## src/hdl/esc_pkg.sv

```systemverilog
// Shared types, constants and register codes for the environmental sensor
// compensation block. No dependencies; every other file in hdl/ imports it.
package esc_pkg;

  localparam int QUEUE_DEPTH_DEF = 4;

  // Fixed-point constants of the compensation formulas
  localparam logic signed [63:0] P_TFINE_OFS = 64'sd128000;
  localparam logic signed [63:0] H_TFINE_OFS = 64'sd76800;
  localparam logic signed [63:0] P_BASE      = 64'sd1048576;
  localparam logic signed [63:0] P_SCALE     = 64'sd3125;
  localparam logic signed [63:0] P_BIAS      = 64'sd140737488355328; // 2^47
  localparam logic signed [63:0] H_MAX       = 64'sd419430400;
  localparam logic signed [63:0] H_ROUND     = 64'sd16384;
  localparam logic signed [63:0] H_Y_OFS     = 64'sd2097152;
  localparam logic signed [63:0] H_Y_ROUND   = 64'sd8192;
  localparam logic signed [63:0] H_Z_OFS     = 64'sd32768;
  localparam logic signed [63:0] P_SAT       = 64'sh0000_0000_FFFF_FFFF;

  typedef enum logic [2:0] {
    REG_CAL_T, REG_CAL_PA, REG_CAL_PB, REG_CAL_MIX,
    REG_CAL_H, REG_T_HIGH, REG_T_LOW, REG_H_HIGH
  } esc_reg_t;

  typedef struct packed {
    logic [19:0] adc_temperature;
    logic [19:0] raw_pressure;
    logic [15:0] adc_humidity;
  } esc_in_t;

  typedef struct packed {
    logic signed [19:0] temperature_centi;
    logic [31:0]        pressure_q24_8;
    logic               pressure_valid;
    logic [16:0]        humidity_q22_10;
    logic               temp_alarm;
    logic               hum_alarm;
  } esc_out_t;

  typedef struct packed {
    logic [47:0]        cal_t;
    logic [63:0]        cal_pa;
    logic [63:0]        cal_pb;
    logic [47:0]        cal_mix;
    logic [31:0]        cal_h;
    logic signed [19:0] t_high;
    logic signed [19:0] t_low;
    logic [16:0]        h_high;
  } esc_cfg_t;

  // Word passed from the front end to the back end through the queue
  typedef struct packed {
    logic signed [25:0] tfine;
    logic signed [19:0] temp;
    logic               temp_alert;
    logic [19:0]        raw_pressure;
    logic [15:0]        adc_humidity;
  } esc_item_t;

  typedef enum logic [4:0] {
    ST_IDLE, ST_AA, ST_B6, ST_B5, ST_A3, ST_A2, ST_A1, ST_NUM,
    ST_DSET, ST_DRUN, ST_DFIN, ST_C1, ST_C2, ST_E, ST_PFIN,
    ST_H5, ST_H6, ST_H3, ST_YZ, ST_H2, ST_XY, ST_XX, ST_H1, ST_HFIN
  } esc_state_t;

endpackage

```

## src/hdl/esc_queue.sv

```systemverilog
// Short queue between the front end and the back end.
// Depends on esc_pkg.
module esc_queue #(
  parameter int QUEUE_DEPTH = esc_pkg::QUEUE_DEPTH_DEF,
  parameter int LVL_W       = $clog2(QUEUE_DEPTH + 1)
) (
  input  logic               clk,
  input  logic               rst,
  input  logic               push,
  input  esc_pkg::esc_item_t push_item,
  input  logic               pop,
  output esc_pkg::esc_item_t head,
  output logic               nonempty,
  output logic [LVL_W-1:0]   level
);
  import esc_pkg::*;

  localparam int PW = (QUEUE_DEPTH > 1) ? $clog2(QUEUE_DEPTH) : 1;

  esc_item_t       mem [QUEUE_DEPTH];
  logic [PW-1:0]   wp, rp;
  logic [LVL_W-1:0] cnt;

  assign head     = mem[rp];
  assign nonempty = cnt != '0;
  assign level    = cnt;

  always_ff @(posedge clk) begin
    if (rst) begin
      wp  <= '0;
      rp  <= '0;
      cnt <= '0;
    end else begin
      if (push) wp <= (wp == PW'(QUEUE_DEPTH - 1)) ? '0 : wp + 1'b1;
      if (pop)  rp <= (rp == PW'(QUEUE_DEPTH - 1)) ? '0 : rp + 1'b1;
      if (push && !pop)      cnt <= cnt + 1'b1;
      else if (pop && !push) cnt <= cnt - 1'b1;
    end
    if (push) mem[wp] <= push_item;
  end

endmodule

```

## config.mk

```make
export PLATFORM = sky130hd
export DESIGN_NAME = esc_queue
export DESIGN_NICKNAME = d
export VERILOG_FILES = /design/src/hdl/esc_pkg.sv /design/src/hdl/esc_queue.sv
export SDC_FILE = /design/constraint.sdc
export NUM_CORES = 1
export LEC_CHECK = 0
export BUFFER_PORTS_ARGS = -buffer_cell sky130_fd_sc_hd__buf_4
export CORE_MARGIN = 2
export CORE_UTILIZATION = 51
export DETAILED_ROUTE_END_ITERATION = 10
export PLACE_DENSITY = 0.76
export SLEW_MARGIN = 40
export SYNTH_ARGS = -nofsm -noshare
export SYNTH_HDL_FRONTEND = slang
export SYNTH_SLANG_ARGS = --single-unit
export TNS_END_PERCENT = 10
```

## constraint.sdc

```tcl
create_clock -name clk -period 3.1 [get_ports clk]
set_input_delay 0.465 -clock clk [delete_from_list [all_inputs] [get_ports clk]]
set_output_delay 0.465 -clock clk [all_outputs]
set_load 0.02 [all_outputs]
```

Yosys cells after proc, flatten, opt, wreduce, memory -nomap -nowiden
Memory sizes are Yosys's and may differ from the RTL's. A register that Yosys moved wholly into a read port is not among the register bits.
Cells that the tools add are included.
{ "classes": {"addsub": 4, "mux": 8, "n_eq_ne": 2, "n_reduce_logical": 6} }
{ "op_table": {"columns": ["cell", "n"], "rows": [
  ["$mux 2", 4],
  ["$mux 3", 2],
  ["$add 2x1->2 const B", 2],
  ["$eq 2x2->1 const B", 2],
  ["$add 3x1->3 const B", 1],
  ["$reduce_bool 3->1", 1],
  ["$sub 3x1->3 const B", 1],
  ["$logic_and 1x1->1", 2],
  ["$logic_not 1->1", 2],
  ["$mux 1", 2],
  ["$reduce_bool 2->1", 1]
]} }
{ "word_totals": {"ramBits": 332, "memories": 1, "word_cells": 24, "out_inout_bits": 87, "reg_bits": 7} }
{ "memory_table": {"columns": ["name", "depth", "width", "rd", "rd_ports_with_merged_regs", "wr", "line", "rtl"], "rows": [
  ["mem", 4, 83, 1, 1, 1, "esc_queue.sv:20", "esc_item_t mem [QUEUE_DEPTH];"]
]} }

Depth between registers and ports, before layout
{ "logic_depth": {"word_depth": 4, "ltp_mapped": 7, "ltp_nobuf": 7} }

Worst setup path before layout
Ideal clock, no wire load.
{ "synth_timing": {"path_type": "register to register", "from": "register wp[0]", "to": "memory mem[3][0] (netlist name) (enable)", "n_path_buf": 0, "setup_time_ps": 450, "setup_slack_ps": 172, "arrival_ps": 2478, "t_required_ps": 2650, "path_stages_with_launch": 3, "cell_sequence": "dfxtp_1 > ha_1 > and2_1"} }
{ "synth_lines": {"columns": ["item", "line", "rtl"], "rows": [
  ["from (decl)", "esc_queue.sv:21", "logic [PW-1:0] wp, rp;"],
  ["from (signal assigned)", "esc_queue.sv:34", "if (push) wp <= (wp == PW'(QUEUE_DEPTH - 1)) ? '0 : wp + 1'b1;"],
  ["to (decl)", "esc_queue.sv:20", null]
]} }
Straight into the memory's write port.

==> results <==
- Across every metal layer, demand over resource in global routing totals 17.7%.
- The largest family of logic cells by synthesized area is multiplexers.
- The worst-case IR drop observed on VDD is 501 uV.
- The total congestion overflow is 0.
- Entering global routing, the biggest net connects 51 pins.
- The clock network is responsible for 38.0% of the overall power.
- The final total negative setup slack is 0 ps.
- Clock tree synthesis inserted a total of 36 buffers.
- The number of antenna violations at the first check in global routing is 2.
- STA puts the critical path data required time at 2630 ps.
- The total of warnings raised by yosys is 0.
- Routability-driven placement finished with a final weighted congestion of 0.696.
- CTS placed an instance of sky130_fd_sc_hd__clkbuf_16 at the clock tree root.
- The top-level port count is 174.
- Once the floorplan was initialized, standard cells occupied 51.5% of the core.
- For this block, the via count after detailed routing is 5550.
- The worst setup path is of the flop to output pin kind.
- The synthesized cell area is 12400 um^2.
- The height of the die is 160 um.
- Counting instances, the worst hold path has a depth of 1.
- Sorting the synthesized cells by how often they occur yields 332 x sky130_fd_sc_hd__edfxtp_1, 83 x sky130_fd_sc_hd__mux4_2, 9 x sky130_fd_sc_hd__buf_2, 9 x sky130_fd_sc_hd__dfxtp_1, 8 x sky130_fd_sc_hd__buf_6.
- Clock skew on the completed layout was measured at 10.8 ps.
- The count of nets left with antenna violations once routing finished came out at 0.
- The part of the power in combinational logic is 10.5%.
- Setup repair after global routing left no endpoint under its margin.
- The number of instances in the synthesized netlist is 476.
- The number of port buffers is 173.
- The count of unique library cells instantiated by Yosys is 17.
- Dividing total power by cell area gives a power density of 681 nW/um^2.
- In this run switching power makes up 21.6% of total power.
- The worst path uses 84.3% of the clock period.
- At the later pin of the worst-skew pair, clock insertion delay measures 490 ps.
- The synthesized design spends more area on one cell type than any other, namely sky130_fd_sc_hd__edfxtp_1.
- The area inside the core boundary is 24100 um^2.
- Summed over all cells, the static leakage comes to 0.00518 uW.
- After the last flow step, the layout net total stands at 774.
- The detailed-placement wirelength estimate is 13.6 mm.
- The cts-stage hold buffer count is 0.
- The number of fill cells in the layout is 1643.
- The average instance area after synthesis is 26.1 um^2.
- The register share of total power is 51.5%.
- The run finished with clean final reports.
- The worst hold path belongs to the class input pin to flop.
- After the flow finishes, the layout carries non-filler instances totaling 1024.
- The width of the die is 160 um.
- After synthesis, the cell types taking the most area are sky130_fd_sc_hd__edfxtp_1 80%, sky130_fd_sc_hd__mux4_2 15%, sky130_fd_sc_hd__dfxtp_1 1.5%.
- The most repeated cell in the gate-level netlist after synthesis is sky130_fd_sc_hd__edfxtp_1.
- Of the post-synthesis cell area, the part taken by muxes is 15.4%.
- After layout, the minimum clock period comes to 2610 ps.
- Summing the areas of all compound-gate instances in the mapped netlist gives 0.121% of the synthesized area.
- The post-synthesis simple-gate area fraction is 0.575%.
- Post-CTS repair changed the size of 0 cells.
- The worst-case headroom to the max-slew limit is 57.2%.
- Max-cap violations in this run came to 0.
- For this run, design rule violations remaining after detail routing come to 0.
- The pin slew with the least headroom to its limit is 642 ps.
- From synthesis to final layout, the design area changed by 23.0%.
- Sequential cells were found to cover 81.8% of the synthesized design area.
- The worst register-to-register path has a depth of 3.
- Setup violations remaining at the end of the flow were counted as 0.
- The number of hold-slack violations in the final timing report came to 0.
- The type of element capturing the critical path is an output pin.
- The clock-pin slew on the worst setup and hold paths is 60 ps.
- The critical path startpoint category is a flop.
- The first-pass GRT wire length is 34.7 mm.
- In the final routed layout, each cell accounts on average for 21.8 um.
- The floorplan step defined a die boundary enclosing 25600 um^2.
- The share of the synthesized area in the top cell type is 80.3%.
- The pre-antenna-repair detailed-routing pass consisted of 4 iterations.
- The final count of pins violating max slew came to 0.
- Counting every sink on the clock net gives 341.
- Row generation in the floorplan step produced 57 rows.
- The total cell area at the placement stage is 14200 um^2.
- The internal power consumption is 8150 uW.
- The fmax is 383 MHz.
- The final layout contains routed wiring with a total length of 22.3 mm.
- After detailed routing, the number of vias per cell comes to 5.42.
- After the first detailed-routing iteration, the DRC count stood at 391.
- The via count of the first global-routing pass is 6096.
- For this design the total switching power over the nets is 2240 uW.
- The flip-flop and latch count after synthesis is 341.
- Summing the areas of all xor and xnor instances in the mapped netlist gives 0.141% of the synthesized area.
- The clock tree from TritonCTS is built.
- The final cell area excluding filler cells is 15300 um^2.
- The synthesized netlist net count is 570.
- The synthesized netlist devotes 0.766% of its cell area to adder and majority cells.
- For this run, asynchronously set or reset flops after synthesis account for 0%.
- Including well taps, the total number of placed cells is 966.
- The clock tree buffer depth is 3.
- The dominant register cell in the synthesized netlist is sky130_fd_sc_hd__edfxtp_1.
- The number of enable-type register cells in the synthesized netlist is 332.
- The total number of H-tree levels is 2.
- The total inserted antenna cells is 0.
- Along the worst path, the maximum fanout reaches 23.
- The setup fix buffers added after clock tree synthesis is 0.
- Data arrives at the worst endpoint at 2150 ps.
- Cells with a size suffix above 1 make up 46.1% of the layout.
[worst max-delay path: stages, from the launching register on]
cell and delay, ps:
sky130_fd_sc_hd__dfxtp_4 600, sky130_fd_sc_hd__buf_12 280, sky130_fd_sc_hd__mux4_2 570, sky130_fd_sc_hd__buf_4 180
[metal layers]
metal  part of all wire (%)  track usage (%)  vias up  routed length (um)
met4                    2.1             4.75        4                 469
met1                     40             22.8     2904                8980
met3                    6.4             4.83       38                1420
met5                   0.12                0        -                  26
met2                     51             30.2      161               11400
li1                       -                -     2443                   -
[power groups by stage]
| stage | Clock, uW | Combinational (uW) | Sequential (uW) |
|---|---|---|---|
| after floorplan | 0 | 620 | 5440 |
| after global placement | 0 | 1080 | 5440 |
| after detailed placement | 0 | 1110 | 5460 |
| after CTS | 4040 | 1110 | 5360 |
| after global routing | 4220 | 1160 | 5370 |
| final | 3950 | 1090 | 5360 |
[final timing paths]
kind	startpoint	to	slack, ps
worst max-delay path	flop	head[78]	490
worst min-delay path	push_item[48]	mem[0][48]	160
worst max register to register	wp[0]	mem[3][64]	1220
worst min register to register	rp[1]	rp[1]	550
[area by class of cell]
| class | count | area, um^2 | share of cell area (%) |
|---|---|---|---|
| Sequential cell | 341 | 10200 | 66.6 |
| Multi-Input combinational cell | 113 | 2120 | 13.9 |
| Timing Repair Buffer | 184 | 1480 | 9.71 |
| Clock buffer | 43 | 958 | 6.28 |
| Tap cell | 324 | 405 | 2.66 |
| Clock inverter | 15 | 125 | 0.820 |
| Inverter | 4 | 15.0 | 0.0984 |
[per-stage QoR]
stage,power [uW],setup slack (ps),hold slack [ps],utilization [%]
final,10400,487,163,63.3
after global routing,10800,356,145,63.3
after CTS,10500,424,140,63.3
after detailed placement,6560,966,536,58.8
after global placement,6520,984,498,58.8
after floorplan,6060,172,492,-
[flip-flops by register name, indices dropped and copies added (netlist names), named ones only]
| name | flops |
|---|---|
| rp | 2 |
| mem | 332 |
| wp | 2 |
| level | 3 |
[cells by family (layout without fill, tap and decap cells)]
kind of cell / Yosys count / count (layout)
fa+ha+maj: 7 / 7
flops: 341 / 341
mux: 87 / 87
compound gates: 3 / 3
xor+xnor: 2 / 2
buf+inv: 22 / 246
simple gates: 14 / 14
[cell usage in the layout (no fill, tap or decap), types with 2 or more instances in the layout]
cell	Yosys	layout
sky130_fd_sc_hd__mux4_2	83	83
sky130_fd_sc_hd__a21oi_1	2	2
sky130_fd_sc_hd__and2_4	0	4
sky130_fd_sc_hd__buf_12	0	8
sky130_fd_sc_hd__or3_1	2	2
sky130_fd_sc_hd__edfxtp_1	332	332
sky130_fd_sc_hd__dfxtp_4	0	2
sky130_fd_sc_hd__dfxtp_1	9	7
sky130_fd_sc_hd__bufinv_16	0	2
sky130_fd_sc_hd__buf_4	0	176
sky130_fd_sc_hd__clkbuf_1	1	5
sky130_fd_sc_hd__clkbuf_16	0	37
sky130_fd_sc_hd__ha_1	6	6
sky130_fd_sc_hd__xor2_1	2	2
sky130_fd_sc_hd__mux2i_1	4	4
sky130_fd_sc_hd__nor2_1	7	7
sky130_fd_sc_hd__inv_1	4	4
sky130_fd_sc_hd__clkinv_1	0	3
sky130_fd_sc_hd__clkinv_2	0	9
(Power assumes the default switching activity.)
