## src/hdl/esc_pkg.sv

```systemverilog
// Shared types, constants and register codes for the environmental sensor
// compensation block. No dependencies; every other file in hdl/ imports it.
package esc_pkg;

  localparam int QUEUE_DEPTH_DEF = 4;

  // Fixed-point constants of the compensation formulas
  localparam logic signed [63:0] P_TFINE_OFS = 64'sd128000;
  localparam logic signed [63:0] H_TFINE_OFS = 64'sd76800;
  localparam logic signed [63:0] P_BASE      = 64'sd1048576;
  localparam logic signed [63:0] P_SCALE     = 64'sd3125;
  localparam logic signed [63:0] P_BIAS      = 64'sd140737488355328; // 2^47
  localparam logic signed [63:0] H_MAX       = 64'sd419430400;
  localparam logic signed [63:0] H_ROUND     = 64'sd16384;
  localparam logic signed [63:0] H_Y_OFS     = 64'sd2097152;
  localparam logic signed [63:0] H_Y_ROUND   = 64'sd8192;
  localparam logic signed [63:0] H_Z_OFS     = 64'sd32768;
  localparam logic signed [63:0] P_SAT       = 64'sh0000_0000_FFFF_FFFF;

  typedef enum logic [2:0] {
    REG_CAL_T, REG_CAL_PA, REG_CAL_PB, REG_CAL_MIX,
    REG_CAL_H, REG_T_HIGH, REG_T_LOW, REG_H_HIGH
  } esc_reg_t;

  typedef struct packed {
    logic [19:0] adc_temperature;
    logic [19:0] raw_pressure;
    logic [15:0] adc_humidity;
  } esc_in_t;

  typedef struct packed {
    logic signed [19:0] temperature_centi;
    logic [31:0]        pressure_q24_8;
    logic               pressure_valid;
    logic [16:0]        humidity_q22_10;
    logic               temp_alarm;
    logic               hum_alarm;
  } esc_out_t;

  typedef struct packed {
    logic [47:0]        cal_t;
    logic [63:0]        cal_pa;
    logic [63:0]        cal_pb;
    logic [47:0]        cal_mix;
    logic [31:0]        cal_h;
    logic signed [19:0] t_high;
    logic signed [19:0] t_low;
    logic [16:0]        h_high;
  } esc_cfg_t;

  // Word passed from the front end to the back end through the queue
  typedef struct packed {
    logic signed [25:0] tfine;
    logic signed [19:0] temp;
    logic               temp_alert;
    logic [19:0]        raw_pressure;
    logic [15:0]        adc_humidity;
  } esc_item_t;

  typedef enum logic [4:0] {
    ST_IDLE, ST_AA, ST_B6, ST_B5, ST_A3, ST_A2, ST_A1, ST_NUM,
    ST_DSET, ST_DRUN, ST_DFIN, ST_C1, ST_C2, ST_E, ST_PFIN,
    ST_H5, ST_H6, ST_H3, ST_YZ, ST_H2, ST_XY, ST_XX, ST_H1, ST_HFIN
  } esc_state_t;

endpackage

```

## src/hdl/esc_front.sv

```systemverilog
// Front end: accepts bursts, computes the fine temperature term, temperature
// and its alert in a three-stage pipeline, and pushes words into the queue.
// Depends on esc_pkg.
module esc_front #(
  parameter int QUEUE_DEPTH = esc_pkg::QUEUE_DEPTH_DEF,
  parameter int LVL_W       = $clog2(QUEUE_DEPTH + 1)
) (
  input  logic               clk,
  input  logic               rst,
  input  logic               start,
  input  esc_pkg::esc_in_t   burst,
  input  esc_pkg::esc_cfg_t  cfg,
  input  logic [LVL_W-1:0]   level,
  output logic               busy,
  output logic               push,
  output esc_pkg::esc_item_t push_item
);
  import esc_pkg::*;

  logic s1v, s2v, s3v;
  logic signed [19:0] x1;
  logic signed [17:0] d1;
  logic signed [35:0] m1, dd;
  logic signed [24:0] a3;
  logic signed [39:0] m2;
  logic [19:0] ap1, ap2, ap3;
  logic [15:0] ah1, ah2, ah3;
  logic signed [15:0] t2s, t3s;
  logic [15:0] t1;
  logic [LVL_W:0] occ;
  logic signed [25:0] tf;
  logic signed [29:0] t5;
  logic signed [21:0] temp_full;
  logic take;

  assign t1  = cfg.cal_t[15:0];
  assign t2s = $signed(cfg.cal_t[31:16]);
  assign t3s = $signed(cfg.cal_t[47:32]);

  // Count words in flight so the queue can never overflow
  assign occ  = (LVL_W+1)'(level) + (LVL_W+1)'(s1v) + (LVL_W+1)'(s2v) + (LVL_W+1)'(s3v);
  assign busy = occ >= (LVL_W+1)'(QUEUE_DEPTH);
  assign take = start && !busy;

  always_ff @(posedge clk) begin
    if (rst) begin
      s1v <= 1'b0;
      s2v <= 1'b0;
      s3v <= 1'b0;
    end else begin
      s1v <= take;
      s2v <= s1v;
      s3v <= s2v;
    end
    x1  <= $signed({3'b0, burst.adc_temperature[19:3]}) - $signed({3'b0, t1, 1'b0});
    d1  <= $signed({2'b0, burst.adc_temperature[19:4]}) - $signed({2'b0, t1});
    ap1 <= burst.raw_pressure;
    ah1 <= burst.adc_humidity;
    m1  <= 36'(x1) * 36'(t2s);
    dd  <= 36'(d1) * 36'(d1);
    ap2 <= ap1;
    ah2 <= ah1;
    a3  <= 25'(m1 >>> 11);
    m2  <= 40'($signed(dd[35:12])) * 40'(t3s);
    ap3 <= ap2;
    ah3 <= ah2;
  end

  assign tf        = 26'(a3) + 26'(m2 >>> 14);
  assign t5        = 30'(tf) * 30'sd5 + 30'sd128;
  assign temp_full = 22'(t5 >>> 8);

  always_comb begin
    push                    = s3v;
    push_item.tfine         = tf;
    push_item.temp          = temp_full[19:0];
    push_item.temp_alert    = (temp_full > 22'(cfg.t_high)) || (temp_full < 22'(cfg.t_low));
    push_item.raw_pressure  = ap3;
    push_item.adc_humidity  = ah3;
  end

endmodule

```

## config.mk

```make
export PLATFORM = sky130hd
export DESIGN_NAME = esc_front
export DESIGN_NICKNAME = d
export VERILOG_FILES = /design/src/hdl/esc_pkg.sv /design/src/hdl/esc_front.sv
export SDC_FILE = /design/constraint.sdc
export NUM_CORES = 2
export LEC_CHECK = 0
export BUFFER_PORTS_ARGS = -buffer_cell sky130_fd_sc_hd__buf_2
export CAP_MARGIN = 20
export CORE_MARGIN = 1.5
export CORE_UTILIZATION = 40
export CTS_CLUSTER_SIZE = 24
export DETAILED_ROUTE_END_ITERATION = 6
export HOLD_SLACK_MARGIN = 0.15
export SLEW_MARGIN = 20
export SYNTH_ARGS = -nofsm -noshare
export SYNTH_HDL_FRONTEND = slang
export SYNTH_SLANG_ARGS = --single-unit
```

## constraint.sdc

```tcl
create_clock -name clk -period 13.43 [get_ports clk]
set_input_delay 0.6715 -clock clk [delete_from_list [all_inputs] [get_ports clk]]
set_output_delay 0.6715 -clock clk [all_outputs]
set_load 0.02 [all_outputs]
```

-- Word-level counts from Yosys, hierarchy flattened
Cells that the tools add are included.
- $mul: 4
- $add $sub $neg: 7
- equal/unequal tests: 0
- shift operators: 0
- multiplexer cells: 0
- $lt $le $gt $ge: 3
- bitwise operators: 0
- reductions and logical operators: 3
- div/mod/pow operators: 0
- operators by type and width (operator ; count):
    $mul A22 B16 Y38 ; 1
    $mul A17 B17 Y34 ; 1
    $mul A18 B16 Y34 ; 1
    $add A30 B9 Y30 const B ; 1
    $mul A26 B4 Y30 const B ; 1
    $add A25 B26 Y26 ; 1
    $gt A22 B20 Y1 ; 1
    $lt A22 B20 Y1 ; 1
    $sub A17 B17 Y18 ; 1
    $sub A16 B16 Y17 ; 1
    $add A4 B1 Y4 ; 2
    $add A3 B1 Y4 ; 1
    $ge A4 B3 Y1 const B ; 1
    $logic_and A1 B1 Y1 ; 1
    $logic_not A1 Y1 ; 1
    $logic_or A1 B1 Y1 ; 1
- ROM bits: 0
- RAM bits: 0
- output and inout bits: 85
- bits in registers: 281
- latch bits: 0
- memories kept: 0

-- Logic depth before layout (Yosys ltp)
- word-level depth: 6
- mapped depth: 35
- depth with buffers taken out: 35

-- Worst setup path before layout
No wires, ideal clock.
- path kind: register to output
- from: register a3[0]
- to: output port push_item[36] in the netlist's numbering
- cell stages (with the launch flop): 33
- setup slack: 6.360 ns
- buffers on the path: 0
- arrival time: 6.399 ns
- cell sequence: dfxtp_1 -> ha_1 -> inv_1 -> fa_1 -> nor2b_1 -> o21ai_0 -> a21boi_1 -> o21ai_0 -> a21oi_1 -> a21oi_1 -> o21bai_1 -> a21oi_1 -> xnor2_1 -> ha_1 -> ha_1 -> ha_1 -> a21o_1 -> a21o_1 -> a21o_1 -> a21oi_1 -> nand2_1 -> and2_1 -> nor2_1 -> ha_1 -> a21o_1 -> a21o_1 -> a21o_1 -> a21o_1 -> a21o_1 -> a221oi_1 -> a31o_2 -> o21ai_0 -> o211ai_1
- RTL lines (element ; RTL line ; text):
    from (decl) ; esc_front.sv:24 ; logic signed [24:0] a3;
    from (signal assigned) ; esc_front.sv:63 ; a3 <= 25'(m1 >>> 11);
    to (decl) ; esc_front.sv:16 ; output esc_pkg::esc_item_t push_item

==> Flow_metrics.wiki <==
{| class="wikitable"
! Metric !! Value
|-
| Outcome || complete, no violations
|-
| Unrepaired setup endpoints after global routing || no
|-
| Number of rows in the core area || 116
|-
| Crit Path Category || register to output port
|-
| Overall Global Routing Usage || approximately 19%
|-
| Die outline height || around 320 µm
|-
| Final clock period utilization by the worst path || approximately three fifths
|-
| Average wire per standard cell || 16.6 µm
|-
| Worst clock skew || 18.2 ps
|-
| Leading cell types by total area after synthesis || sky130_fd_sc_hd__fa_1, sky130_fd_sc_hd__ha_1, sky130_fd_sc_hd__dfxtp_1
|-
| Worst setup endpoint || push_item[36]
|-
| Part of the Yosys area used for sequential elements || 10.9%
|-
| Synth warnings || 0
|-
| Dominant combinational cell family by area after synthesis || adder cells
|-
| Layout cells sized above 1 || under 10%
|-
| Multiplexer share of the synthesized area || less than 1%
|-
| Reg2reg setup slack || ~6000 ps
|-
| Endpoint class of the critical path || output port
|-
| Critical path's slowest cell || sky130_fd_sc_hd__a21boi_0
|-
| Clk Latency, worst-skew pair || 560 ps
|-
| Net Count, Synth || 5,923
|-
| Count of mapped cells out of synthesis || 4,231
|-
| Fraction of the mapped netlist area in simple logic gates || 12.7%
|-
| Core box area || 100,000 µm²
|-
| Post-synthesis share of cell area spent on full adders, half adders and majority gates || 57.3%
|-
| Routability Congestion || 0.846
|-
| Cell taking the most area after synthesis || sky130_fd_sc_hd__fa_1
|-
| Slew HR || 36.3%
|-
| List of most frequent post-synthesis cells || sky130_fd_sc_hd__inv_1, sky130_fd_sc_hd__fa_1, sky130_fd_sc_hd__nand2_1
|-
| Area grow syn2layout || 8.47%
|-
| Worst min-delay path class || primary input to register
|-
| Number of DRC violations after detailed-routing iteration 0 || 1,307
|-
| Synthesized flop and latch total || 221
|-
| Die area || 104,000 µm²
|-
| Cell with the most instances on the worst path || sky130_fd_sc_hd__o21ai_0
|-
| Proportion of register bits with asynchronous set or reset after synthesis || 0%
|-
| Die Width || 322 µm
|-
| Number of placed instances with taps included || roughly 5.7k
|-
| Io pins || 460
|-
| Top cell family by delay on the critical path || compound AO/OA/AOI/OAI gates
|-
| Number of enable flip-flop cells after synthesis || 0
|-
| Area fraction in compound gates after synthesis || 5.11%
|-
| Vias after detailed routing || 27.5k
|-
| Required time at the worst-slack endpoint || 12,760 ps
|-
| Initial Util || 40.5%
|-
| Final std cells w/o fill || between 5k and 6k
|-
| Final hold violations || 0
|-
| Least-Margin Pin Slew || roughly 950 ps
|-
| GRT Residual Overflow || 0
|-
| Origin of the worst setup path || a3[0]
|-
| Synth cell types || 65
|-
| Signal arrival time at the worst endpoint || roughly 7600 ps
|-
| Final WS setup || 5130 ps
|-
| Clock tree from TritonCTS || built
|-
| Post-detail-place hpwl || ~76,000 µm
|-
| R2R cell count || 19
|-
| Top_reg_cell synth || sky130_fd_sc_hd__dfxtp_1
|-
| Max cap viols || 0
|-
| FF-to-FF End || dd[32]
|-
| Highest Clock Rate || between 0.1 and 0.15 GHz
|-
| Vias in the first global route || 30.2k
|-
| Global-route wire length before repair || about 160,000 µm
|-
| Total Neg Setup Slack || 0 ps
|-
| Worst reg2reg startpoint || d1[16]
|-
| Number of clock sinks seen by CTS || 221
|-
| Maximum net fanout on the critical path || 4
|-
| Root Buffer || sky130_fd_sc_hd__clkbuf_16
|-
| Most instantiated library cell after synthesis || sky130_fd_sc_hd__inv_1
|-
| Initial antenna violation count || 4
|-
| Post-Synth XOR/XNOR Area || 2.89%
|-
| Netlist area before placement || 40,700 µm²
|-
| Maximum buffer depth of the clock tree || 3
|-
| First-pass DRT Iterations || 5
|-
| Category of the worst setup path launch point || register
|-
| Levels on crit path || 32
|-
| Peak per-stage delay on the critical path || 750 ps
|-
| Average via count per standard cell || 4.77
|-
| Post CTS Setup Buffer Count || 0
|-
| Worst setup slack before clock tree synthesis || around 5700 ps
|-
| Avg Cell Area, Syn || 9.61 µm²
|-
| Crit path time final || 8300 ps
|-
| Clock H-tree levels || 1
|-
| Maximum number of pins on one net before global-route repair || 43
|-
| Post-detailed-routing wire length || 95,700 µm
|-
| Area share of the leading cell type in the synthesized netlist || 44.7%
|-
| Hold buffer count at cts || 0
|-
| Count of instances resized after the clock tree is built || 0
|-
| Number of buffers created by CTS || 26
|-
| Final setup violation count || 0
|-
| DRC violation count after routing || 0
|-
| Count of buffering cells on the critical path with inverters included || 2
|-
| Final number of max-transition violations || 0
|-
| CTS clock-pin slew for the worst setup and hold paths || 80 ps
|-
| Final net count || 6,080
|-
| Number of nets with antenna violations after routing || 0
|-
| Total of buffers placed on input and output ports || 231
|}
==> area by class of cell <==
| cell class | count | area (µm²) |
|---|---|---|
| clock buffer | 31 | 689 |
| inverter | 1072 | 4020 |
| fill | 9837 | 56300 |
| clock inverter | 16 | 165 |
| multi-input combinational | 2807 | 31700 |
| sequential | 221 | 4430 |
| antenna | 3 | 7.51 |
| timing repair buffer | 260 | 1370 |
| tap | 1357 | 1700 |
==> worst reg2reg max path: cells and delay by family (launching register included) <==
kind                     cells  cell delay [ps]
AO/OA/AOI/OAI                6             2100
adder cells (fa/ha/maj)      7             3250
buffers and inverters        4             1080
flip-flops                   1              310
AND/OR/NAND/NOR              2              530
==> layer usage <==
metal	track usage, %	up-vias	wire length, µm
li1	-	12800	-
met1	25.6	14000	41800
met2	33.6	609	47000
met3	2.17	127	4520
met4	4.84	2	2390
met5	0	-	7
==> kinds of logic (layout without fill, tap and decap cells) <==
kind of cell    Yosys count  in the layout
flops                   221            221
buf+inv                1203           1379
simple gates           1053           1053
compound gates          302            302
mux                       1              1
other cells               0              3
xor+xnor                134            134
fa+ha+maj              1317           1317
==> flip-flops by register name, summed over array words and instances (netlist names) <==
register,flops
a3,23
dd,22
ap3,20
s1v,1
ah2,16
m1,23
ah1,16
m2,24
d1,17
push,1
s2v,1
ap1,20
x1,1
ah3,16
ap2,20
==> through the flow <==
step / hold slack (ps) / cell area [µm²] / util [%]
5_1_grt: 165 / 44100 / 43.9
2_1_floorplan: 310 / 40700 / -
3_3_place_gp: 310 / 43200 / 43.1
6_report: 204 / 44100 / 43.9
3_5_place_dp: 312 / 43200 / 43.1
4_1_cts: 158 / 44100 / 43.9
==> cells in the final DEF (no fill, tap or decap), types with 11 or more instances in the layout <==
cell | netlist | layout
sky130_fd_sc_hd__a211oi_1 | 15 | 15
sky130_fd_sc_hd__a21boi_0 | 11 | 11
sky130_fd_sc_hd__a21o_1 | 47 | 47
sky130_fd_sc_hd__a21oi_1 | 72 | 72
sky130_fd_sc_hd__and2_1 | 327 | 327
sky130_fd_sc_hd__and3_1 | 14 | 14
sky130_fd_sc_hd__buf_2 | 0 | 231
sky130_fd_sc_hd__buf_4 | 0 | 29
sky130_fd_sc_hd__clkbuf_16 | 0 | 26
sky130_fd_sc_hd__dfxtp_1 | 221 | 219
sky130_fd_sc_hd__fa_1 | 909 | 909
sky130_fd_sc_hd__ha_1 | 408 | 408
sky130_fd_sc_hd__inv_1 | 1071 | 1071
sky130_fd_sc_hd__nand2_1 | 456 | 456
sky130_fd_sc_hd__nand2b_1 | 55 | 55
sky130_fd_sc_hd__nand3_1 | 13 | 13
sky130_fd_sc_hd__nand4_1 | 16 | 16
sky130_fd_sc_hd__nor2_1 | 110 | 110
sky130_fd_sc_hd__nor2b_1 | 22 | 22
sky130_fd_sc_hd__nor3_1 | 12 | 12
sky130_fd_sc_hd__o21a_1 | 23 | 23
sky130_fd_sc_hd__o21ai_0 | 60 | 60
sky130_fd_sc_hd__xnor2_1 | 98 | 98
sky130_fd_sc_hd__xor2_1 | 36 | 36
==> worst min-delay path by stage <==
stage               cells past startpoint      start       to
finish                                  1  burst[39]    x1[0]
global route                            1  burst[28]  ap1[12]
floorplan                               0     m1[11]    a3[0]
detailed placement                      0     ah1[0]   ah2[0]
CTS                                     1  burst[10]  ah1[10]
global placement                        0     ah1[0]   ah2[0]
Power is not shown: default switching activity piles up to over one toggle a cycle in this logic, so the estimate is an artifact.
